$ cat config.mk
export PLATFORM = sky130hd
export DESIGN_NAME = first_fit_interval_register_allocator_flat
export DESIGN_NICKNAME = d
export VERILOG_FILES = /design/src/design/ffra_pkg.sv /design/src/design/ffra_if.sv /design/src/design/first_fit_interval_register_allocator.sv /design/src/flat_wrapper.sv
export SDC_FILE = /design/constraint.sdc
export NUM_CORES = 2
export LEC_CHECK = 0
export BUFFER_PORTS_ARGS = -buffer_cell sky130_fd_sc_hd__buf_2
export CORE_ASPECT_RATIO = 1.4
export CORE_UTILIZATION = 46
export CTS_BUF_LIST = sky130_fd_sc_hd__clkbuf_4
export DETAILED_ROUTE_END_ITERATION = 16
export PLACE_DENSITY = 0.62
export SYNTH_ARGS = -nofsm -noshare
export SYNTH_HDL_FRONTEND = slang
export SYNTH_SLANG_ARGS = --single-unit
$ cat constraint.sdc
create_clock -name clk -period 4.64 [get_ports clk]
set_input_delay 0.696 -clock clk [delete_from_list [all_inputs] [get_ports clk]]
set_output_delay 0.696 -clock clk [all_outputs]
set_load 0.03 [all_outputs]
$ cat src/design/ffra_pkg.sv
// Package: shared types and constants of the interval register allocator.
package ffra_pkg;

  localparam int unsigned FieldPosW = 16;
  localparam int unsigned SlotW     = 6;
  localparam int unsigned RegW      = 4;

  typedef enum logic [2:0] {
    ST_LOAD,
    ST_PICK,
    ST_SCAN,
    ST_DECIDE,
    ST_EMIT
  } ffra_state_t;

  typedef struct packed {
    logic [FieldPosW-1:0] range_start;
    logic [FieldPosW-1:0] range_end;
    logic                 reg_class;
    logic                 has_fixed;
    logic [RegW-1:0]      fixed_index;
    logic                 last_range;
  } ffra_in_t;

  typedef struct packed {
    logic [SlotW-1:0] slot;
    logic [RegW-1:0]  reg_index;
    logic             spilled;
    logic             overflowed;
    logic             last_result;
  } ffra_out_t;

endpackage

$ cat src/design/ffra_if.sv
// Interfaces: valid/ready channels for range items and result items.
interface ffra_in_if import ffra_pkg::*; ();
  logic     valid;
  logic     ready;
  ffra_in_t data;
  modport source (output valid, output data, input ready);
  modport sink (input valid, input data, output ready);
endinterface

interface ffra_out_if import ffra_pkg::*; ();
  logic      valid;
  logic      ready;
  ffra_out_t data;
  modport source (output valid, output data, input ready);
  modport sink (input valid, input data, output ready);
endinterface

$ cat src/design/first_fit_interval_register_allocator.sv
// Top level: first-fit interval register allocator over a range table memory.
//
//  channel | dir | handshake            | payload
//  in_     | in  | in_ch.valid/ready    | start, end, class, fixed register, last
//  out_    | out | out_ch.valid/ready   | slot, register, spill, overflow, last
//
// Each accepted item is stored while the table has room; further items only set the
// overflow flag. On the last item each stored range i is allocated: a fixed range is
// emitted without a scan; a free range scans all n stored entries once per candidate
// register through the single read port, for up to pool candidates.
// Reset (synchronous, active low) empties the table; entries need no clearing.
// Input is held off while a batch allocates; a stalled result holds the engine.
module first_fit_interval_register_allocator
  import ffra_pkg::*;
#(
  parameter int unsigned MAX_RANGES   = 64,
  parameter int unsigned GP_POOL_SIZE = 12,
  parameter int unsigned FP_POOL_SIZE = 16,
  parameter int unsigned POS_WIDTH    = 16
) (
  input  logic       clk,
  input  logic       rst_n,
  ffra_in_if.sink    in_ch,
  ffra_out_if.source out_ch
);

  localparam int unsigned IdxW = (MAX_RANGES > 1) ? $clog2(MAX_RANGES) : 1;
  localparam int unsigned CntW = $clog2(MAX_RANGES + 1);

  typedef struct packed {
    logic [POS_WIDTH-1:0] lo;
    logic [POS_WIDTH-1:0] hi;
    logic                 cls;
    logic                 vld;
    logic [RegW-1:0]      idx;
  } entry_t;

  // range table memory
  entry_t mem [MAX_RANGES];
  entry_t rd_q;
  logic              wr_en;
  logic [IdxW-1:0]   wr_addr;
  entry_t            wr_data;
  logic [IdxW-1:0]   rd_addr;

  always_ff @(posedge clk) begin
    if (wr_en) begin
      mem[wr_addr] <= wr_data;
    end
    rd_q <= mem[rd_addr];
  end

  ffra_state_t        state_r, state_nxt;
  logic [CntW-1:0]    count_r, count_nxt;
  logic               ovf_r, ovf_nxt;
  logic [CntW-1:0]    cur_r, cur_nxt;     // range under allocation
  logic [CntW-1:0]    scan_r, scan_nxt;   // address issued in scan
  logic               rvalid_r, rvalid_nxt;
  entry_t             cur_e_r, cur_e_nxt;
  logic [RegW:0]      cand_r, cand_nxt;
  logic               hit_r, hit_nxt;
  ffra_out_t          out_r, out_nxt;
  logic               ovalid_r, ovalid_nxt;
  logic [RegW:0]      pool;
  logic               overlap;

  assign pool = cur_e_r.cls ? (RegW+1)'(FP_POOL_SIZE) : (RegW+1)'(GP_POOL_SIZE);
  assign overlap = rd_q.vld && (rd_q.cls == cur_e_r.cls) && (rd_q.idx == cand_r[RegW-1:0])
                   && (rd_q.lo <= cur_e_r.hi) && (cur_e_r.lo <= rd_q.hi);

  assign in_ch.ready  = (state_r == ST_LOAD) && !ovalid_r;
  assign out_ch.valid = ovalid_r;
  assign out_ch.data  = out_r;

  always_ff @(posedge clk) begin
    if (!rst_n) begin
      state_r  <= ST_LOAD;
      count_r  <= '0;
      ovf_r    <= 1'b0;
      ovalid_r <= 1'b0;
      rvalid_r <= 1'b0;
    end else begin
      state_r  <= state_nxt;
      count_r  <= count_nxt;
      ovf_r    <= ovf_nxt;
      ovalid_r <= ovalid_nxt;
      rvalid_r <= rvalid_nxt;
    end
    cur_r   <= cur_nxt;
    scan_r  <= scan_nxt;
    cur_e_r <= cur_e_nxt;
    cand_r  <= cand_nxt;
    hit_r   <= hit_nxt;
    out_r   <= out_nxt;
  end

  // sequence loads, scans and results
  always_comb begin
    state_nxt  = state_r;
    count_nxt  = count_r;
    ovf_nxt    = ovf_r;
    cur_nxt    = cur_r;
    scan_nxt   = scan_r;
    rvalid_nxt = 1'b0;
    cur_e_nxt  = cur_e_r;
    cand_nxt   = cand_r;
    hit_nxt    = hit_r;
    out_nxt    = out_r;
    ovalid_nxt = ovalid_r && !out_ch.ready;
    wr_en      = 1'b0;
    wr_addr    = cur_r[IdxW-1:0];
    wr_data    = cur_e_r;
    rd_addr    = cur_r[IdxW-1:0];

    case (state_r)
      ST_LOAD: begin
        wr_addr = count_r[IdxW-1:0];
        wr_data.lo  = POS_WIDTH'(in_ch.data.range_start);
        wr_data.hi  = POS_WIDTH'(in_ch.data.range_end);
        wr_data.cls = in_ch.data.reg_class;
        wr_data.vld = in_ch.data.has_fixed;
        wr_data.idx = in_ch.data.fixed_index;
        if (in_ch.valid && in_ch.ready) begin
          if (count_r < CntW'(MAX_RANGES)) begin
            wr_en     = 1'b1;
            count_nxt = count_r + 1'b1;
          end else begin
            ovf_nxt = 1'b1;
          end
          if (in_ch.data.last_range) begin
            cur_nxt   = '0;
            state_nxt = ST_PICK;
          end
        end
      end
      ST_PICK: begin
        // hold while the previous result waits; else fetch current range, or return to load after the last
        if (!ovalid_r || out_ch.ready) begin
          if (cur_r == count_r) begin
            count_nxt = '0;
            ovf_nxt   = 1'b0;
            state_nxt = ST_LOAD;
          end else begin
            rd_addr   = cur_r[IdxW-1:0];
            cand_nxt  = '0;
            scan_nxt  = '0;
            state_nxt = ST_DECIDE;
            hit_nxt   = 1'b1; // marks first fetch
          end
        end
      end
      ST_DECIDE: begin
        if (hit_r) begin
          // rd_q holds current entry
          cur_e_nxt = rd_q;
          hit_nxt   = 1'b0;
          if (rd_q.vld) begin
            state_nxt = ST_EMIT;
          end else if (cand_r >= ((rd_q.cls) ? (RegW+1)'(FP_POOL_SIZE)
                                              : (RegW+1)'(GP_POOL_SIZE))) begin
            state_nxt = ST_EMIT;
          end else begin
            scan_nxt  = '0;
            state_nxt = ST_SCAN;
          end
        end else if (!rvalid_r) begin
          // end of a candidate's scan
          if (!hit_r) begin
            state_nxt = ST_EMIT;
            cur_e_nxt.vld = 1'b1;
            cur_e_nxt.idx = cand_r[RegW-1:0];
            wr_en   = 1'b1;
            wr_data = cur_e_nxt;
          end
        end
      end
      ST_SCAN: begin
        // stream addresses; check each returned entry
        if (rvalid_r && overlap) begin
          hit_nxt = 1'b1;
        end
        if (scan_r < count_r) begin
          rd_addr    = scan_r[IdxW-1:0];
          rvalid_nxt = 1'b1;
          scan_nxt   = scan_r + 1'b1;
        end else if (!rvalid_r) begin
          if (hit_r || (rvalid_r && overlap)) begin
            cand_nxt = cand_r + 1'b1;
            hit_nxt  = 1'b0;
            scan_nxt = '0;
            if (cand_r + 1'b1 >= pool) begin
              state_nxt = ST_EMIT;
            end
          end else begin
            cur_e_nxt.vld = 1'b1;
            cur_e_nxt.idx = cand_r[RegW-1:0];
            wr_en     = 1'b1;
            wr_data   = cur_e_nxt;
            state_nxt = ST_EMIT;
          end
        end
      end
      ST_EMIT: begin
        // present result, advance to next range
        out_nxt.slot        = cur_r[SlotW-1:0];
        out_nxt.reg_index   = cur_e_r.vld ? cur_e_r.idx : '0;
        out_nxt.spilled     = !cur_e_r.vld;
        out_nxt.overflowed  = ovf_r;
        out_nxt.last_result = (cur_r + 1'b1 == count_r);
        ovalid_nxt = 1'b1;
        cur_nxt    = cur_r + 1'b1;
        state_nxt  = ST_PICK;
      end
      default: state_nxt = ST_LOAD;
    endcase
  end

endmodule

$ cat src/flat_wrapper.sv
// flat-port wrapper written by rule: the top's interface ports become plain ports
module first_fit_interval_register_allocator_flat import ffra_pkg::*;
#(
  parameter int unsigned MAX_RANGES   = 64,
  parameter int unsigned GP_POOL_SIZE = 12,
  parameter int unsigned FP_POOL_SIZE = 16,
  parameter int unsigned POS_WIDTH    = 16
)
  (clk, rst_n, in_ch_valid, in_ch_data, in_ch_ready, out_ch_valid, out_ch_data, out_ch_ready);
  ffra_in_if in_ch_i ();
  ffra_out_if out_ch_i ();
  input  logic clk;
  input  logic rst_n;
  input wire logic [$bits(in_ch_i.valid)-1:0] in_ch_valid;
  input wire logic [$bits(in_ch_i.data)-1:0] in_ch_data;
  output wire logic [$bits(in_ch_i.ready)-1:0] in_ch_ready;
  output wire logic [$bits(out_ch_i.valid)-1:0] out_ch_valid;
  output wire logic [$bits(out_ch_i.data)-1:0] out_ch_data;
  input wire logic [$bits(out_ch_i.ready)-1:0] out_ch_ready;
  assign in_ch_i.valid = in_ch_valid;
  assign in_ch_i.data = in_ch_data;
  assign in_ch_ready = in_ch_i.ready;
  assign out_ch_valid = out_ch_i.valid;
  assign out_ch_data = out_ch_i.data;
  assign out_ch_i.ready = out_ch_ready;
  first_fit_interval_register_allocator #(.MAX_RANGES(MAX_RANGES), .GP_POOL_SIZE(GP_POOL_SIZE), .FP_POOL_SIZE(FP_POOL_SIZE), .POS_WIDTH(POS_WIDTH)) u_core (.clk(clk), .rst_n(rst_n), .in_ch(in_ch_i), .out_ch(out_ch_i));
endmodule
==> flow_summary.yaml <==
final_layout:
  final_cell_mix: "edfxtp_1 (2503), nand2_1 (1338), clkbuf_4 (867)"
  mostFrequentLayoutCell: "edfxtp_1"
  layout.cells.non_filler: 10780
  drive_gt1_share_pct: 22.49
  fin_nets: 7532
  stdcell_area_um2: 117300
  utilization_pct: 53.70
  syn2layout_area_growth_pct: 15.94
placed_design:
  place.port_buffers: 57
  gp_congestion: 0.9290
  dp_cells: 9692
  dpl_cell_area_um2: 109400
  dpl.hpwl_um: 204600
pwr:
  power.density_nw_per_um2: 602.3
  irDropWorstVdd_v: 0.0004211
  power.leakage_nw: 40.59
synthesis:
  synth_top_area_share_pct: 74.29
  syn_nets: 6751
  synth_area_leaders: "edfxtp_1 (74%), nand2_1 (5.0%), mux2i_1 (4.2%), mux4_2 (2.2%), nand3_1 (2.2%)"
  seq_area_frac_synth_pct: 75.30
  yosysWarnings: 0
  synth_edf_count: 2503
  synth_cell_types: 80
  synth_area_um2: 101200
  syn_avg_cell_area_um2: 15.20
  synth_seq_cells: 2554
  yosysTopAreaCell: "edfxtp_1"
  synth_async_sr_flop_share_pct: 0
  synth-main-ff-cell: "edfxtp_1"
  syn_inst: 6658
clock_network:
  clkSlewWorstSetupHoldPaths_ns: 0.07
  clockBufferDepth: 4
  htreeDepth: 6
  clock-sinks: 2554
  cts_tree: "built"
  cts_buffers: 601
  cts_root_buffer: "clkbuf_4"
  clk_latency_ns: 1.28
timing:
  rsz0062_at_grt: "yes"
  finalCriticalPeriod_ns: 4.696
  slew_headroom_pct: 13.26
  finalHoldViolCount: 0
  max_freq_mhz: 213.0
  setup_ws_ns: -0.05571
  setup_viol: 1
  tightest_slew_ns: 1.301
  fin_crit_sh_pct: 101.2
  drv_slew: 0
  whs_ns: 0.2064
  fin_skew_ns: 0.1157
  fin_tns_setup_ns: -0.05571
floorplanning:
  core-area_um2: 218400
  io_pins: 58
  num_rows: 203
  dieArea_um2: 221800
  die_h_um: 556.9
  die_w_um: 398.4
  start_util_pct: 46.32
outcome:
  status: "complete, but fails checks"
  violations: "negative setup slack"
detailed_routing:
  viasPerCell: 6.105
  routed_wl_um: 341800
  route.detailed.drc: 0
  drt-initial-drc-count: 7932
  wl_per_cell_um: 31.70
  dr.pass1.iters: 7
  antenna_left: 0
  vias: 65820
global_route:
  grtUsageMet2_pct: 50.72
  grt_pass1_wl_um: 474800
  grt_max_degree: 93
  grtUsageMet1_pct: 35.21
  gr-total-overflow: 0
  grt_pass1_vias: 64490
  grt_util_all_layers_pct: 30.59
  antenna_found_initial: 21
  grt.met3_usage_pct: 5.369
  busiest_layer: "met2"
flow_run:
  drv_cap: 0
setup_path:
  path_max_fanout: 50
  critPathCaptureType: "flop"
  required_ns: 5.84
  critical_path_class: "flop to flop"
  start_kind: "flop"
  cp.arrival_ns: 5.90
min_path:
  hold_path.class: "input port to flop"
-- path summary, 6_finish.rpt --
path	startpoint	end	slack, ns	cells past startpoint
max	u_core.count_r[6]$_SDFFE_PN0P_	u_core.rd_q[26]$_DFF_P_	-0.06	15
min	in_ch_data[36]	u_core.mem[0][35]$_DFFE_PP_	0.21	4
max reg2reg	u_core.count_r[6]$_SDFFE_PN0P_	u_core.rd_q[26]$_DFF_P_	-0.06	15
min reg2reg	u_core.ovf_r$_SDFFE_PN0P_	u_core.out_ch.data[1]$_DFFE_PP_	0.49	0
-- routing by layer --
layer  vias to the layer above  wire, um  share of wire [%]
li1                      27580         -                  -
met1                     33370    116100                 34
met2                      3873    167300                 49
met3                       997     29330                8.6
met4                         6     29030                8.5
met5                         -        42              0.012
-- logic make-up (layout without fill, tap and decap cells) --
kind of cell | count (synthesis) | after routing | share of synthesized area, %
buffers and inverters | 475 | 1686 | 2.305
AOI/OAI and AO/OA | 815 | 815 | 5.433
and+or+nand+nor | 2190 | 2190 | 9.368
other | 0 | 42 | 0
xor gates and xnor gates | 33 | 33 | 0.2857
muxes | 541 | 541 | 6.687
adders and majority gates | 50 | 50 | 0.6184
DFF | 2554 | 2554 | 75.30
-- critical path: stages, from the launching register on --
cell     delay, ns
dfxtp_1       0.42
inv_1         0.11
ha_1          0.33
a41o_1        0.26
a211o_1       0.36
a21o_4        0.24
buf_4         0.20
a21o_4        0.32
buf_12        0.19
buf_12        0.18
buf_12        0.25
mux2i_1       0.12
o22ai_1       0.16
a22oi_1       0.13
a21oi_1       1.01
or4_1         0.21
-- state kept, by name, summed over array words and instances, names as in the netlist, 3 cells and up --
name	cells
u_core.rd_q	38
u_core.mem	2432
u_core.state_r	3
u_core.out_ch.data	13
u_core.scan_r	7
u_core.cur_r	7
u_core.cur_e_r	38
u_core.cand_r	5
u_core.count_r	7
-- cells in the mapped netlist (86+ instances only) --
cell,count
edfxtp_1,2503
nand2_1,1354
nand3_1,445
o22ai_1,86
a31oi_1,86
buf_2,150
o21ai_0,105
nand4_1,125
mux2i_1,421
a21oi_1,193
mux4_2,100
nor2_1,122
clkbuf_1,153
-- through the flow --
stage	power, mW	setup slack (ns)
2_1_floorplan	42.46	0.07120
3_3_place_gp	52.13	-0.5522
3_5_place_dp	52.51	-0.5459
4_1_cts	70.55	0.01667
5_1_grt	72.89	-0.1109
6_report	70.65	-0.05571
-- area by class of cell --
type	count	area, um^2
Tap cell	2870	3591
Timing Repair Buffer	582	5892
Fill cell	17830	101100
Sequential cell	2554	76180
Multi-Input combinational cell	3629	23670
Clock inverter	166	1080
Antenna cell	42	105.1
Inverter	71	266.5
Clock buffer	867	6509
-- what timing repair did --
action / in CTS / in global routing
endpoints found under the hold margin: 46 / 0
hold buffers: 8 / 0
pin swaps: 0 / 1
resized for setup: 7 / 13
buffers inserted: 0 / 7
gates cloned: 0 / 0
endpoints found under the setup margin: 5 / 14
-- report_power, final --
part / switching [mW] / total [mW] / internal (mW)
sequential: 0.963 / 31.5 / 30.5
clock: 8.81 / 18.2 / 9.42
combinational: 15.1 / 21.0 / 5.88
total: 24.9 / 70.6 / 45.8
No activity file was read; power rests on OpenSTA's default activity.
